**src/hdl/assert_macros.svh**
```systemverilog
// ----------------------------------------------------------------------------
// Assertion macros
// Shared concurrent assertion forms for the aging page replacement unit.
// ----------------------------------------------------------------------------
`ifndef ASSERT_MACROS_SVH
`define ASSERT_MACROS_SVH

// The consequent must hold in the same cycle as the antecedent.
`define APR_ASSERT_IMPL(label, clk, rst, ante, cons) \
   label: assert property (@(posedge clk) disable iff (rst) (ante) |-> (cons)) \
      else $error("assertion failed");

// The consequent must hold in the cycle after the antecedent.
`define APR_ASSERT_NEXT(label, clk, rst, ante, cons) \
   label: assert property (@(posedge clk) disable iff (rst) (ante) |=> (cons)) \
      else $error("assertion failed");

`endif

```
**src/hdl/apr_pkg.sv**
```systemverilog
// ----------------------------------------------------------------------------
// apr_pkg
// Constants and control types shared by the aging page replacement modules.
// ----------------------------------------------------------------------------
`default_nettype none

package apr_pkg;

   localparam int DEF_FRAME_COUNT  = 8;
   localparam int DEF_PAGE_BITS    = 16;
   localparam int DEF_COUNTER_BITS = 16;

   localparam int HIST_BITS        = 4;
   localparam int FRAME_IDX_BITS   = 3;
   localparam int FAULT_BITS       = 32;

   localparam logic [HIST_BITS-1:0] HIST_RESET = 4'd10;

   typedef struct packed {
      logic wr_en;
      logic page_wr;
      logic set_valid;
      logic clear_all;
   } ram_ctrl_type;

   typedef struct packed {
      logic start;
      logic step;
   } scan_ctrl_type;

endpackage

`default_nettype wire

```
**src/hdl/apr_frame_ram.sv**
```systemverilog
// ----------------------------------------------------------------------------
// apr_frame_ram
// Frame page and age memory with one write port and one registered read
// port, plus per-frame valid bits that a run end clears at once.
// ----------------------------------------------------------------------------
`default_nettype none

module apr_frame_ram
   import apr_pkg::*;
#(
   parameter int FRAME_COUNT  = DEF_FRAME_COUNT,
   parameter int PAGE_BITS    = DEF_PAGE_BITS,
   parameter int COUNTER_BITS = DEF_COUNTER_BITS,
   parameter int IDX_BITS     = (FRAME_COUNT > 1) ? $clog2(FRAME_COUNT) : 1
) (
   input  wire logic                    clock,
   input  wire logic                    reset,
   input  wire ram_ctrl_type            ctrl,
   input  wire logic [IDX_BITS-1:0]     wr_addr,
   input  wire logic [PAGE_BITS-1:0]    wr_page,
   input  wire logic [COUNTER_BITS-1:0] wr_age,
   input  wire logic [IDX_BITS-1:0]     rd_addr,
   output logic                         rd_valid,
   output logic [PAGE_BITS-1:0]         rd_page,
   output logic [COUNTER_BITS-1:0]      rd_age
);

   logic [PAGE_BITS-1:0]    page_mem [FRAME_COUNT];
   logic [COUNTER_BITS-1:0] age_mem  [FRAME_COUNT];
   logic [FRAME_COUNT-1:0]  valid_ff;
   logic                    rd_valid_ff;
   logic [PAGE_BITS-1:0]    rd_page_ff;
   logic [COUNTER_BITS-1:0] rd_age_ff;

   always_ff @(posedge clock) begin
      if (ctrl.wr_en) begin
         age_mem[wr_addr] <= wr_age;
      end
      if (ctrl.page_wr) begin
         page_mem[wr_addr] <= wr_page;
      end
      rd_page_ff <= page_mem[rd_addr];
      rd_age_ff  <= age_mem[rd_addr];
   end

   always_ff @(posedge clock) begin
      if (reset) begin
         valid_ff    <= '0;
         rd_valid_ff <= 1'b0;
      end else begin
         if (ctrl.clear_all) begin
            valid_ff <= '0;
         end else if (ctrl.set_valid) begin
            valid_ff[wr_addr] <= 1'b1;
         end
         rd_valid_ff <= valid_ff[rd_addr];
      end
   end

   // An empty frame has never been referenced, so its age reads as zero.
   assign rd_valid = rd_valid_ff;
   assign rd_page  = rd_page_ff;
   assign rd_age   = rd_valid_ff ? rd_age_ff : '0;

endmodule

`default_nettype wire

```
**src/hdl/apr_scan_unit.sv**
```systemverilog
// ----------------------------------------------------------------------------
// apr_scan_unit
// Shared compare unit that takes one frame per step, decays its age and
// tracks the first matching frame and the first frame with the lowest decayed age seen so far.
// ----------------------------------------------------------------------------
`default_nettype none

module apr_scan_unit
   import apr_pkg::*;
#(
   parameter int PAGE_BITS    = DEF_PAGE_BITS,
   parameter int COUNTER_BITS = DEF_COUNTER_BITS,
   parameter int IDX_BITS     = 3
) (
   input  wire logic                    clock,
   input  wire logic                    reset,
   input  wire scan_ctrl_type           ctrl,
   input  wire logic [IDX_BITS-1:0]     frame_idx,
   input  wire logic                    frame_valid,
   input  wire logic [PAGE_BITS-1:0]    frame_page,
   input  wire logic [COUNTER_BITS-1:0] frame_age,
   input  wire logic [PAGE_BITS-1:0]    req_page,
   output logic [COUNTER_BITS-1:0]      decayed_age,
   output logic                         found,
   output logic [IDX_BITS-1:0]          sel_idx,
   output logic [COUNTER_BITS-1:0]      sel_age
);

   logic                    found_ff;
   logic [IDX_BITS-1:0]     hit_idx_ff;
   logic [COUNTER_BITS-1:0] hit_age_ff;
   logic [IDX_BITS-1:0]     min_idx_ff;
   logic [COUNTER_BITS-1:0] best_ff;
   logic                    match;
   logic                    younger;

   assign decayed_age = frame_age >> 1;
   assign match       = frame_valid && (frame_page == req_page);
   assign younger     = (frame_idx == '0) || (decayed_age < best_ff);

   always_ff @(posedge clock) begin
      if (reset) begin
         found_ff <= 1'b0;
      end else if (ctrl.start) begin
         found_ff <= 1'b0;
      end else if (ctrl.step && match) begin
         found_ff <= 1'b1;
      end
   end

   always_ff @(posedge clock) begin
      if (ctrl.step && match && !found_ff) begin
         hit_idx_ff <= frame_idx;
         hit_age_ff <= decayed_age;
      end
      if (ctrl.step && younger) begin
         min_idx_ff <= frame_idx;
         best_ff    <= decayed_age;
      end
   end

   assign found   = found_ff;
   assign sel_idx = found_ff ? hit_idx_ff : min_idx_ff;
   assign sel_age = found_ff ? hit_age_ff : best_ff;

endmodule

`default_nettype wire

```
**src/hdl/aging_page_replacement_unit.sv**
```systemverilog
// ----------------------------------------------------------------------------
// aging_page_replacement_unit
// Aging page replacement over a fixed set of frames, one request at a time.
// ----------------------------------------------------------------------------
// Each request is taken in one transfer and answered with one result. The
// frames are scanned one per cycle through the registered read port of the
// frame memory; the unit then drains the last read and updates the chosen
// frame before it takes the next request. The result is formed in the update
// step, which waits while an earlier result has not been taken, and is held
// in an output register, so a new request can be taken while a result still
// waits. A request flagged as the last of a run clears all frames and the
// fault count in the same cycle its result is formed; no clearing pass is
// needed. The history bit register keeps its value across runs and should
// only be written while the unit is idle.
// ----------------------------------------------------------------------------
`default_nettype none

`include "assert_macros.svh"

module aging_page_replacement_unit
   import apr_pkg::*;
#(
   parameter int FRAME_COUNT  = DEF_FRAME_COUNT,
   parameter int PAGE_BITS    = DEF_PAGE_BITS,
   parameter int COUNTER_BITS = DEF_COUNTER_BITS
) (
   input  wire logic                      clock,
   input  wire logic                      reset,
   input  wire logic                      req_valid,
   output logic                           req_ready,
   input  wire logic [PAGE_BITS-1:0]      req_page,
   input  wire logic                      req_last_request,
   output logic                           rsp_valid,
   input  wire logic                      rsp_ready,
   output logic                           rsp_hit,
   output logic [FRAME_IDX_BITS-1:0]      rsp_frame_index,
   output logic [FAULT_BITS-1:0]          rsp_fault_count,
   input  wire logic                      csr_write_enable,
   input  wire logic [HIST_BITS-1:0]      csr_write_data
);

   localparam int IDX_BITS = (FRAME_COUNT > 1) ? $clog2(FRAME_COUNT) : 1;
   localparam logic [IDX_BITS-1:0] LAST_IDX = IDX_BITS'(FRAME_COUNT - 1);

   typedef enum logic [3:0] {
      ST_IDLE   = 4'b0001,
      ST_ISSUE  = 4'b0010,
      ST_DRAIN  = 4'b0100,
      ST_UPDATE = 4'b1000
   } state_type;

   state_type               state_ff, state_in;
   logic [IDX_BITS-1:0]     rd_idx_ff, rd_idx_in;
   logic                    proc_valid_ff;
   logic [IDX_BITS-1:0]     proc_idx_ff;
   logic [PAGE_BITS-1:0]    req_page_ff;
   logic                    req_last_ff;
   logic [HIST_BITS-1:0]    hist_ff;
   logic [FAULT_BITS-1:0]   fault_total_ff, fault_total_in;
   logic                    rsp_valid_ff;
   logic                    rsp_hit_ff;
   logic [FRAME_IDX_BITS-1:0] rsp_frame_index_ff;
   logic [FAULT_BITS-1:0]   rsp_fault_count_ff;

   logic                    req_xfer;
   logic                    upd_fire;
   logic [FAULT_BITS-1:0]   fault_next;
   logic [COUNTER_BITS-1:0] ref_bit;

   ram_ctrl_type            ram_ctrl;
   scan_ctrl_type           scan_ctrl;
   logic [IDX_BITS-1:0]     wr_addr;
   logic [COUNTER_BITS-1:0] wr_age;
   logic                    rd_valid;
   logic [PAGE_BITS-1:0]    rd_page;
   logic [COUNTER_BITS-1:0] rd_age;
   logic [COUNTER_BITS-1:0] decayed_age;
   logic                    found;
   logic [IDX_BITS-1:0]     sel_idx;
   logic [COUNTER_BITS-1:0] sel_age;

   assign req_ready = (state_ff == ST_IDLE);
   assign req_xfer  = req_valid && req_ready;
   assign upd_fire  = (state_ff == ST_UPDATE) && (!rsp_valid_ff || rsp_ready);

   always_comb begin
      ref_bit = '0;
      if (32'(hist_ff) < 32'(COUNTER_BITS)) begin
         ref_bit = COUNTER_BITS'(1) << hist_ff;
      end
   end

   always_comb begin
      fault_next = fault_total_ff;
      if (!found && (fault_total_ff != '1)) begin
         fault_next = fault_total_ff + FAULT_BITS'(1);
      end
   end

   always_comb begin
      state_in  = state_ff;
      rd_idx_in = rd_idx_ff;
      unique case (state_ff)
         ST_IDLE: begin
            rd_idx_in = '0;
            if (req_xfer) begin
               state_in = ST_ISSUE;
            end
         end
         ST_ISSUE: begin
            if (rd_idx_ff == LAST_IDX) begin
               state_in = ST_DRAIN;
            end else begin
               rd_idx_in = rd_idx_ff + IDX_BITS'(1);
            end
         end
         ST_DRAIN: begin
            state_in = ST_UPDATE;
         end
         ST_UPDATE: begin
            if (upd_fire) begin
               state_in = ST_IDLE;
            end
         end
         default: begin
            state_in = ST_IDLE;
         end
      endcase
   end

   always_comb begin
      fault_total_in = fault_total_ff;
      if (upd_fire) begin
         fault_total_in = req_last_ff ? '0 : fault_next;
      end
   end

   always_ff @(posedge clock) begin
      if (reset) begin
         state_ff       <= ST_IDLE;
         rd_idx_ff      <= '0;
         proc_valid_ff  <= 1'b0;
         hist_ff        <= HIST_RESET;
         fault_total_ff <= '0;
         rsp_valid_ff   <= 1'b0;
      end else begin
         state_ff       <= state_in;
         rd_idx_ff      <= rd_idx_in;
         proc_valid_ff  <= (state_ff == ST_ISSUE);
         fault_total_ff <= fault_total_in;
         if (csr_write_enable) begin
            hist_ff <= csr_write_data;
         end
         if (upd_fire) begin
            rsp_valid_ff <= 1'b1;
         end else if (rsp_ready) begin
            rsp_valid_ff <= 1'b0;
         end
      end
   end

   always_ff @(posedge clock) begin
      proc_idx_ff <= rd_idx_ff;
      if (req_xfer) begin
         req_page_ff <= req_page;
         req_last_ff <= req_last_request;
      end
      if (upd_fire) begin
         rsp_hit_ff         <= found;
         rsp_frame_index_ff <= FRAME_IDX_BITS'(sel_idx);
         rsp_fault_count_ff <= fault_next;
      end
   end

   // During the scan each decayed age goes back to its frame; the update
   // step then writes the chosen frame.
   always_comb begin
      ram_ctrl.wr_en     = proc_valid_ff || upd_fire;
      ram_ctrl.page_wr   = upd_fire && !found;
      ram_ctrl.set_valid = upd_fire && !found;
      ram_ctrl.clear_all = upd_fire && req_last_ff;
      wr_addr            = (state_ff == ST_UPDATE) ? sel_idx : proc_idx_ff;
      wr_age             = (state_ff == ST_UPDATE) ? (sel_age | ref_bit) : decayed_age;
      scan_ctrl.start    = req_xfer;
      scan_ctrl.step     = proc_valid_ff;
   end

   apr_frame_ram #(
      .FRAME_COUNT  (FRAME_COUNT),
      .PAGE_BITS    (PAGE_BITS),
      .COUNTER_BITS (COUNTER_BITS),
      .IDX_BITS     (IDX_BITS)
   ) u_frame_ram (
      .clock    (clock),
      .reset    (reset),
      .ctrl     (ram_ctrl),
      .wr_addr  (wr_addr),
      .wr_page  (req_page_ff),
      .wr_age   (wr_age),
      .rd_addr  (rd_idx_ff),
      .rd_valid (rd_valid),
      .rd_page  (rd_page),
      .rd_age   (rd_age)
   );

   apr_scan_unit #(
      .PAGE_BITS    (PAGE_BITS),
      .COUNTER_BITS (COUNTER_BITS),
      .IDX_BITS     (IDX_BITS)
   ) u_scan_unit (
      .clock       (clock),
      .reset       (reset),
      .ctrl        (scan_ctrl),
      .frame_idx   (proc_idx_ff),
      .frame_valid (rd_valid),
      .frame_page  (rd_page),
      .frame_age   (rd_age),
      .req_page    (req_page_ff),
      .decayed_age (decayed_age),
      .found       (found),
      .sel_idx     (sel_idx),
      .sel_age     (sel_age)
   );

   assign rsp_valid       = rsp_valid_ff;
   assign rsp_hit         = rsp_hit_ff;
   assign rsp_frame_index = rsp_frame_index_ff;
   assign rsp_fault_count = rsp_fault_count_ff;

   `APR_ASSERT_NEXT(a_xfer_starts_scan, clock, reset, req_xfer, (state_ff == ST_ISSUE) && (rd_idx_ff == '0))
   `APR_ASSERT_NEXT(a_miss_counts_fault, clock, reset, upd_fire && !found, rsp_fault_count_ff != '0)
   `APR_ASSERT_IMPL(a_step_only_in_scan, clock, reset, proc_valid_ff, (state_ff == ST_ISSUE) || (state_ff == ST_DRAIN))

endmodule

`default_nettype wire

```
**config.mk**
```make
export PLATFORM = sky130hd
export DESIGN_NAME = aging_page_replacement_unit
export DESIGN_NICKNAME = d
export VERILOG_FILES = /design/src/hdl/apr_pkg.sv /design/src/hdl/apr_frame_ram.sv /design/src/hdl/apr_scan_unit.sv /design/src/hdl/aging_page_replacement_unit.sv
export VERILOG_INCLUDE_DIRS = /design/src /design/src/hdl
export SDC_FILE = /design/constraint.sdc
export NUM_CORES = 1
export LEC_CHECK = 0
export ABC_AREA = 1
export BUFFER_PORTS_ARGS = -buffer_cell sky130_fd_sc_hd__clkbuf_2
export CAP_MARGIN = 25
export CELL_PAD_IN_SITES_DETAIL_PLACEMENT = 1
export CELL_PAD_IN_SITES_GLOBAL_PLACEMENT = 1
export CORE_ASPECT_RATIO = 0.9
export CORE_UTILIZATION = 53
export DETAILED_ROUTE_END_ITERATION = 7
export PLACE_DENSITY_LB_ADDON = 0.1
export SKIP_LAST_GASP = 1
export SYNTH_ARGS = -nofsm -noshare
export SYNTH_HDL_FRONTEND = slang
export SYNTH_SLANG_ARGS = --single-unit
```
**constraint.sdc**
```tcl
create_clock -name clock -period 12.2 [get_ports clock]
set_input_delay 0.61 -clock clock [delete_from_list [all_inputs] [get_ports clock]]
set_output_delay 0.61 -clock clock [all_outputs]
set_load 0.05 [all_outputs]
```
==> flow_metrics.env, run 1 <==
export IMPL_min_from="req_page[6]"
export IMPL_async_flop_share_pct=0
export IMPL_vias=12723
export IMPL_maxSlewViolCount=0
export IMPL_viasPerCell=5.73
export IMPL_vdd_drop_max_v=0.000156
export IMPL_insertion_delay_ps=560
export IMPL_cap_violations=0
export IMPL_dp_cells=2135
export IMPL_boundaryPins=64
export IMPL_cts_hold_buf=0
export IMPL_place_congestion=0.808
export IMPL_drt_initial_drc_count=875
export IMPL_hold_path_end="req_page_ff[6]"
export IMPL_path_common_cell="nor2_2"
export IMPL_core_um2=33000
export IMPL_min_path_cells=1
export IMPL_cp_end_kind="flop"
export IMPL_path_clk_slew_ps=60
export IMPL_worstPathMaxFanout=38
export IMPL_clock_sinks=425
export IMPL_hold_ws_ps=223
export IMPL_rsz0062_at_grt="false"
export IMPL_finalNetCount=1806
export IMPL_synth_warnings=0
export IMPL_fillers=3528
export IMPL_hpwl_mm=29.9
export IMPL_die_area_um2=34400
export IMPL_hold_viol=0
export IMPL_cp_required_ps=12380
export IMPL_port_buffers=63
export IMPL_die_x_um=195
export IMPL_synth_ff_type="edfxtp_1"
export IMPL_ant_nets=0
export IMPL_synth_cells=1700
export IMPL_clk_root_buffer_cell="clkbuf_16"
export IMPL_syn_nets=1743
export IMPL_reg2reg_to="u_frame_ram.page_mem[0][14]"
export IMPL_clockBufferDepth=3
export IMPL_syn2layout_area_growth_pct=13.0
export IMPL_slew_headroom_pct=25.2
export IMPL_status="completed"
export IMPL_ff2ff_setup_slack_ps=8610
export IMPL_fin_tns_setup_ps=0
export IMPL_slowest_delay_ps=700
export IMPL_grt_pass1_wl_mm=71.9
export IMPL_worst_pin_slew_ps=1110
export IMPL_synth_area_um2=17800
export IMPL_max_freq_ghz=0.278
export IMPL_fp_dieH_um=176
export IMPL_p_leak_nw=7.50
export IMPL_diodes=0
export IMPL_rows=63
export IMPL_ys_seq_elements=425
export IMPL_antenna_found_initial=0
export IMPL_total_power_w=0.00334
export IMPL_routed_wirelength_mm=46.1
export IMPL_yosysSeqAreaShare_pct=66.6
export IMPL_first_pass_iters=5
export IMPL_postCtsSetupBuffers=0
export IMPL_cp_slowest_cell="inv_1"
export IMPL_arrival_ps=3770
export IMPL_wl_per_cell_um=20.8
export IMPL_finalSetupViolCount=0
export IMPL_critPathKind="flop to flop"
export IMPL_p_per_area_nw_per_um2=166
export IMPL_grt_max_degree=92
export IMPL_grt_usage_pct=27.0
export IMPL_grt_pass1_vias=13136
export IMPL_initial_core_util_pct=54.0
export IMPL_cts_tree="done"
export IMPL_min_path_type="input pin to flop"
export IMPL_finalClockSkew_ps=25.3
export IMPL_synth_distinct_cells=40
export IMPL_r2r_cells=8
export IMPL_min_period_ps=3590
export IMPL_h_tree_depth=2
export IMPL_start_kind="flop"
export IMPL_timing_final_crit_share_pct=29.5
export IMPL_worstReg2RegStart="state_ff[1]"
export IMPL_drive_above_1_share_pct=12.5
export IMPL_cts_buffers=44
export IMPL_grt_overflow_total=0
export IMPL_avgSynthCellArea_um2=10.5
export IMPL_cts_resized=0
export IMPL_stdcell_count=2221
export IMPL_synth_edf_count=336
export IMPL_crit_chain="nor2_2 > nand3_1 > nor2_4 > buf_4 > inv_2 > nor2_2 > nand4_1 > inv_1"
export IMPL_drcViolationCount=0
==> layout make-up <==
class,count,area [µm²],area share [%]
Timing Repair Buffer,90,524,2.60
Multi-Input combinational cell,1052,5140,25.5
Inverter,150,567,2.81
Sequential cell,425,11900,58.9
Tap cell,422,528,2.62
Clock inverter,25,265,1.32
Clock buffer,57,1250,6.22
==> cells by family (layout without fill, tap and decap cells) <==
kind of cell	after synthesis	count (layout)	share of synthesized area, %
XOR/XNOR	8	8	0.393
adder cells (fa/ha/maj)	17	17	1.19
AND/OR/NAND/NOR	729	729	17.8
flip-flops	425	425	66.6
AO/OA/AOI/OAI	298	298	9.09
buffers and inverters	223	322	4.94
==> where the power goes <==
group / switching (W) / internal (W)
clock: 0.000571 / 0.000816
combinational: 0.000208 / 0.0000852
sequential: 0.0000460 / 0.00162
==> state kept, by name (all words and copies together), names as in the netlist <==
name / cells
u_frame_ram.page_mem: 128
u_frame_ram.age_mem: 120
fault_total_ff: 32
rsp_fault_count: 32
req_page_ff: 16
u_frame_ram.rd_page: 16
u_frame_ram.rd_age_ff: 15
u_scan_unit.best_ff: 15
u_scan_unit.hit_age_ff: 14
u_frame_ram.valid_ff: 8
hist_ff: 4
state_ff: 4
proc_idx_ff: 3
rd_idx_ff: 3
rsp_frame_index: 3
u_scan_unit.hit_idx_ff: 3
u_scan_unit.min_idx_ff: 3
proc_valid_ff: 1
req_last_ff: 1
rsp_hit: 1
rsp_valid: 1
u_frame_ram.rd_valid: 1
u_scan_unit.found: 1
==> per-stage QoR <==
stage | cell area [µm²] | setup WS, ps | utilization, %
after floorplan | 17800 | 7910 | -
after global placement | 18600 | 8590 | 56.2
after detailed placement | 18600 | 8450 | 56.3
after CTS | 20100 | 8430 | 60.9
after global routing | 20200 | 8340 | 61.0
final | 20200 | 8610 | 61.0
==> critical path: cells and delay by family, from the launching register on <==
family                 cells  cell delay, ps
flip-flops                 1             330
AND/OR/NAND/NOR            5            1290
buffers and inverters      3            1580
==> how the worst max path moves through the flow <==
stage | from | end | slack (ps)
global route | state_ff[0] | u_frame_ram.page_mem[4][0] | 8340
global placement | state_ff[0] | u_frame_ram.age_mem[1][11] | 8590
floorplan | rsp_ready | u_frame_ram.age_mem[0][10] | 7910
detailed placement | state_ff[0] | u_frame_ram.age_mem[2][10] | 8450
CTS | state_ff[0] | u_frame_ram.age_mem[2][10] | 8430
finish | state_ff[1] | u_frame_ram.page_mem[0][14] | 8610
==> Yosys cell counts, types with 22 or more instances <==
cell | count | area [µm²]
o22ai_1 | 32 | 200
and2_1 | 24 | 150
nand3_1 | 46 | 230
a31oi_1 | 34 | 213
a21oi_1 | 60 | 300
dfxtp_1 | 89 | 1780
nand2_1 | 260 | 976
o21ai_0 | 159 | 796
clkbuf_1 | 51 | 191
nor2_1 | 307 | 1150
edfxtp_1 | 336 | 10100
nand4_1 | 22 | 138
inv_1 | 146 | 548
==> layout by cell type (no fill, tap or decap), types with 8 or more instances in the layout <==
| cell type | instances |
|---|---|
| o21ai_0 | 159 |
| dfxtp_1 | 87 |
| clkbuf_2 | 63 |
| nand3_1 | 46 |
| clkinv_2 | 11 |
| nand2_1 | 260 |
| nand3_2 | 20 |
| nor3_1 | 12 |
| and2_1 | 24 |
| buf_4 | 19 |
| a21oi_1 | 59 |
| nor2_1 | 305 |
| nor3_2 | 8 |
| inv_1 | 145 |
| clkbuf_16 | 46 |
| ha_1 | 17 |
| a31oi_1 | 34 |
| edfxtp_1 | 336 |
| nand4_1 | 22 |
| o22ai_1 | 32 |
==> layer usage <==
metal | up-vias | track usage (%) | wire, µm
li1 | 5951 | - | -
met1 | 6366 | 35.3 | 20100
met2 | 341 | 47.3 | 22900
met3 | 65 | 3.72 | 2140
met4 | 0 | 7.35 | 930
met5 | - | 0 | 0
Note: power is estimated with default switching activity, not from simulation.
==> run 2, diff against run 1 <==
Settings changed: CORE_UTILIZATION 53 to 45.
Clock period 12.2 ns to 2.9 ns, I/O delays scaled along.
==> run 2 against run 1 <==
  * Sequential share of layout area down 2.0 points
  * First-iteration DRC count down 13%
  * Clock skew about the same
  * Fmax up 41%
==> flow_metrics.env, run 2 (synthesis results as in run 1) <==
export IMPL_cap_violations=0
export IMPL_cts_tree="done"
export IMPL_arrival_ps=2820
export IMPL_worstPathMaxFanout=13
export IMPL_postCtsSetupBuffers=0
export IMPL_place_congestion=0.820
export IMPL_grt_max_degree=133
export IMPL_p_per_area_nw_per_um2=674
export IMPL_boundaryPins=64
export IMPL_clock_sinks=425
export IMPL_wl_per_cell_um=19.5
export IMPL_reg_largest_list="u_frame_ram.page_mem (128), u_frame_ram.age_mem (120)"
export IMPL_mostFrequentLayoutCells="edfxtp_1 (336), nor2_1 (305), nand2_1 (260)"
export IMPL_rsz0062_at_grt="false"
export IMPL_clk_root_buffer_cell="clkbuf_16"
export IMPL_cp_end_kind="flop"
export IMPL_hpwl_mm=29.6
export IMPL_max_freq_ghz=0.393
export IMPL_slew_headroom_pct=28.1
export IMPL_syn2layout_area_growth_pct=17.0
export IMPL_finalClockSkew_ps=25.2
export IMPL_min_path_type="input pin to flop"
export IMPL_final_common_cell="edfxtp_1"
export IMPL_diodes=0
export IMPL_finalSetupViolCount=0
export IMPL_min_path_cells=5
export IMPL_hold_viol=0
export IMPL_min_period_ps=2540
export IMPL_place_worst_setup_slack_ps=382
export IMPL_min_from="rsp_ready"
export IMPL_grt_overflow_total=0
export IMPL_core_um2=38700
export IMPL_total_power_w=0.0141
export IMPL_drive_above_1_share_pct=13.2
export IMPL_dpl_cell_area_um2=19100
export IMPL_start_kind="flop"
export IMPL_p_leak_nw=7.80
export IMPL_reg2reg_to="u_frame_ram.page_mem[1][4]"
export IMPL_clockBufferDepth=3
export IMPL_drcViolationCount=0
export IMPL_cts_buffers=44
export IMPL_die_x_um=212
export IMPL_antenna_found_initial=0
export IMPL_path_clk_slew_ps=60
export IMPL_largest_reg_flops=128
export IMPL_grt_pass1_wl_mm=73.1
export IMPL_port_buffers=63
export IMPL_cp_required_ps=3180
export IMPL_grt_pass1_vias=12947
export IMPL_fin_ws_ps=358
export IMPL_viasPerCell=5.30
export IMPL_timing_final_crit_share_pct=87.7
export IMPL_critPathKind="flop to flop"
export IMPL_ff2ff_setup_slack_ps=360
export IMPL_die_area_um2=40400
export IMPL_insertion_delay_ps=590
export IMPL_grt_usage_pct=23.9
export IMPL_status="completed"
export IMPL_hold_ws_ps=55.7
export IMPL_routed_wirelength_mm=46.6
export IMPL_vdd_drop_max_v=0.000504
export IMPL_r2r_cells=9
export IMPL_maxSlewViolCount=0
export IMPL_finalNetCount=1870
export IMPL_fp_dieH_um=191
export IMPL_rows=68
export IMPL_initial_core_util_pct=46.1
export IMPL_worst_pin_slew_ps=1070
export IMPL_first_pass_iters=5
export IMPL_top_register="u_frame_ram.page_mem"
export IMPL_drt_initial_drc_count=757
export IMPL_worstReg2RegStart="state_ff[0]"
export IMPL_design_area_um2=20900
export IMPL_hold_path_end="rsp_valid"
export IMPL_ant_nets=0
export IMPL_vias=12659
export IMPL_fin_tns_setup_ps=0
export IMPL_h_tree_depth=2
[run 2: changes by cell type in the layout (fill, tap and decap cells not counted), sizes merged]
| cell | delta |
|---|---|
| clkinvlp | -5 |
| clkinv | -2 |
| dlygate4sd3 | +29 |
| clkbuf | +3 |
| buf | +38 |
| bufinv | +1 |
| inv | -1 |
[run 2: repair_timing]
| item | 4_1_cts | 5_1_grt |
|---|---|---|
| gates resized for setup | 0 | 0 |
| hold endpoints to repair | 23 | 0 |
| hold buffers | 29 | 0 |
[run 2: area by class of cell]
| cell class | count | area, µm² |
|---|---|---|
| clock buffer | 63 | 1240 |
| timing repair buffer | 154 | 1160 |
| tap | 525 | 657 |
| multi-input combinational | 1052 | 5140 |
| sequential | 425 | 11900 |
| inverter | 150 | 567 |
| clock inverter | 18 | 225 |
| fill | 4187 | 17800 |
[run 2: critical path, stage by stage, from the launching register on]
cell,delay (ps)
dfxtp_1,320
nor2_2,130
nand3_1,420
o21ai_0,360
buf_4,180
nand2_1,100
nor2_1,130
nand2_1,80
inv_1,330
buf_12,200
[run 2: stage by stage]
step	util (%)	std cells
after floorplan	-	1700
after global placement	49.4	2277
after detailed placement	49.4	2277
after CTS	53.9	2387
after global routing	53.9	2387
final	53.9	2387
[run 2: per-layer routing]
metal,wire length (µm),up-vias,track usage (%)
met5,0,-,0
met4,874,0,6.86
met3,1710,59,3.72
met2,21900,186,39.1
met1,22200,6323,32.9
li1,-,6091,-
[run 2: worst max-delay path by stage]
stage                                      end  cells past startpoint         from  slack (ps)
finish              u_frame_ram.page_mem[1][4]                      9  state_ff[0]         360
global route        u_frame_ram.page_mem[1][4]                      9  state_ff[0]         110
CTS                 u_frame_ram.page_mem[1][4]                      9  state_ff[1]         370
detailed placement  u_frame_ram.page_mem[1][4]                      9  state_ff[1]         380
global placement    u_frame_ram.page_mem[1][4]                      9  state_ff[0]         510
floorplan           u_frame_ram.age_mem[2][10]                      7    rsp_valid         140
[run 2: power breakdown]
group | total (W) | switching, W | internal [W] | leakage (nW)
clock | 0.00578 | 0.00234 | 0.00343 | 0.710
combinational | 0.00135 | 0.000914 | 0.000441 | 3.26
sequential | 0.00694 | 0.000140 | 0.00680 | 3.83
==> run 3, diff against run 2 <==
Settings changed: CORE_UTILIZATION 45 to 46, CTS_BUF_LIST from default to sky130_fd_sc_hd__clkbuf_2.
==> run 3 against run 2 <==
  * Sequential share of layout area grew 0.75 points
  * Die area decreased by 2.2%
  * Largest cell class unchanged
  * Clock skew grew 91 ps
  * Global-route usage rose by 0.46 points
  * Fmax down 3.0%
  * Sequential power about the same
  * Clock-buffer cell count grew 98
  * Clock power shrank 29%
  * Register-to-register slack worse by 80 ps
  * Setup slack lost 78 ps
==> flow_metrics.env, run 3 (synthesis results as in run 1) <==
export IMPL_finalClockSkew_ps=116
export IMPL_cts_tree="done"
export IMPL_grt_pass1_wl_mm=74.4
export IMPL_p_leak_nw=7.96
export IMPL_status="completed"
export IMPL_rsz0062_at_grt="false"
export IMPL_h_tree_depth=3
export IMPL_finalNetCount=1959
export IMPL_fin_ws_ps=280
export IMPL_antenna_found_initial=1
export IMPL_final_common_cell="edfxtp_1"
export IMPL_hold_viol=0
export IMPL_clockBufferDepth=3
export IMPL_syn2layout_area_growth_pct=15.5
export IMPL_fp_dieH_um=189
export IMPL_r2r_cells=9
export IMPL_wl_per_cell_um=19.0
export IMPL_grt_usage_pct=24.3
export IMPL_routed_wirelength_mm=47.2
export IMPL_hpwl_mm=29.1
export IMPL_cap_violations=0
export IMPL_grt_overflow_total=0
export IMPL_switching_share_pct=28.2
export IMPL_mostFrequentLayoutCells="edfxtp_1 (336), nor2_1 (305), nand2_1 (260)"
export IMPL_cts_resized=0
export IMPL_critPathKind="flop to flop"
export IMPL_timing_final_crit_share_pct=90.3
export IMPL_slowest_delay_ps=570
export IMPL_p_clk_share_pct=32.9
export IMPL_worstPathMaxFanout=16
export IMPL_path_clk_slew_ps=100
export IMPL_viasPerCell=5.31
export IMPL_p_switching_w=0.00351
export IMPL_p_per_area_nw_per_um2=603
export IMPL_vdd_drop_max_v=0.000375
export IMPL_min_period_ps=2620
export IMPL_place_congestion=0.823
export IMPL_cp_required_ps=3830
export IMPL_max_freq_ghz=0.382
export IMPL_die_x_um=210
export IMPL_first_pass_iters=5
export IMPL_arrival_ps=3550
export IMPL_ff2ff_setup_slack_ps=280
export IMPL_finalSetupViolCount=0
export IMPL_drcViolationCount=0
export IMPL_place_worst_setup_slack_ps=493
export IMPL_min_path_cells=4
export IMPL_start_kind="flop"
export IMPL_core_um2=38300
export IMPL_p_int_w=0.00892
export IMPL_clk_root_buffer_cell="clkbuf_2"
export IMPL_fillers=4280
export IMPL_cp_slowest_cell="dlygate4sd3_1"
export IMPL_vias=13205
export IMPL_largest_reg_flops=128
export IMPL_boundaryPins=64
export IMPL_crit_chain="nor2_2 > nand3_1 > inv_1 > nand2_1 > nand2_1 > inv_1 > nand4_1 > nand3_1 > dlygate4sd3_1"
export IMPL_die_area_um2=39600
export IMPL_drive_above_1_share_pct=17.6
export IMPL_cts_buffers=105
export IMPL_rows=68
export IMPL_cp_end_kind="flop"
export IMPL_initial_core_util_pct=46.6
export IMPL_worst_pin_slew_ps=980
export IMPL_port_buffers=63
export IMPL_min_path_type="input pin to flop"
export IMPL_drt_initial_drc_count=736
export IMPL_grt_max_degree=133
export IMPL_fin_tns_setup_ps=0
export IMPL_grt_pass1_vias=13807
export IMPL_sequentialPowerShare_pct=55.8
export IMPL_maxSlewViolCount=0
export IMPL_ant_nets=0
export IMPL_pwr_share_comb_pct=11.3
export IMPL_reg_largest_list="u_frame_ram.page_mem (128), u_frame_ram.age_mem (120)"
export IMPL_top_register="u_frame_ram.page_mem"
export IMPL_insertion_delay_ps=1100
export IMPL_slew_headroom_pct=34.0
export IMPL_clock_sinks=425
[run 3: stage by stage]
| stage | instance area [µm²] | hold WS [ps] | cells | total power, W | util (%) |
|---|---|---|---|---|---|
| 2_1_floorplan | 17900 | 244 | 1700 | 0.00787 | - |
| 3_3_place_gp | 19000 | 321 | 2240 | 0.00835 | 49.7 |
| 3_5_place_dp | 19000 | 324 | 2240 | 0.00840 | 49.7 |
| 4_1_cts | 20600 | 120 | 2483 | 0.0126 | 53.8 |
| 5_1_grt | 20600 | 157 | 2485 | 0.0130 | 53.8 |
| 6_report | 20600 | 242 | 2486 | 0.0124 | 53.8 |
[run 3: final cells by class]
class / instances / area [µm²] / area share (%)
timing repair buffer: 182 / 1430 / 6.94
clock inverter: 24 / 163 / 0.790
inverter: 150 / 567 / 2.75
clock buffer: 161 / 806 / 3.91
tap: 490 / 613 / 2.98
multi-input combinational: 1052 / 5140 / 25.0
antenna: 2 / 5.00 / 0.0243
sequential: 425 / 11900 / 57.6
[run 3: what timing repair did]
item | 4_1_cts | 5_1_grt
setup buffers | 0 | 0
hold endpoints to repair | 89 | 0
hold buffers | 58 | 0
[run 3: routing by layer]
metal / routed length, µm / vias to the layer above / share of wire (%) / GRT usage [%]
met5: 0 / - / 0 / 0
met4: 876 / 0 / 1.9 / 7.33
met1: 22200 / 6560 / 47 / 33.3
li1: - / 6314 / - / -
met3: 2070 / 78 / 4.4 / 5.15
met2: 22100 / 253 / 47 / 39.0
[run 3: critical path, delay by kind of cell, from the launching register on]
family	cells	cell delay [ps]
buf+inv	3	1170
simple gates	6	1010
flops	1	350
[run 3: worst paths after layout]
kind / to / from
worst max-delay path: state_ff[0] / state_ff[1]
worst min-delay path: fault_total_ff[26] / reset
worst max register to register: state_ff[0] / state_ff[1]
worst min register to register: proc_idx_ff[2] / rd_idx_ff[2]
[run 3: power groups by stage]
stage / Combinational, W / Sequential (W) / Clock (W)
4_1_cts: 0.00140 / 0.00693 / 0.00422
2_1_floorplan: 0.000862 / 0.00700 / 0
3_3_place_gp: 0.00128 / 0.00707 / 0
3_5_place_dp: 0.00132 / 0.00707 / 0
6_report: 0.00140 / 0.00694 / 0.00409
5_1_grt: 0.00156 / 0.00696 / 0.00451
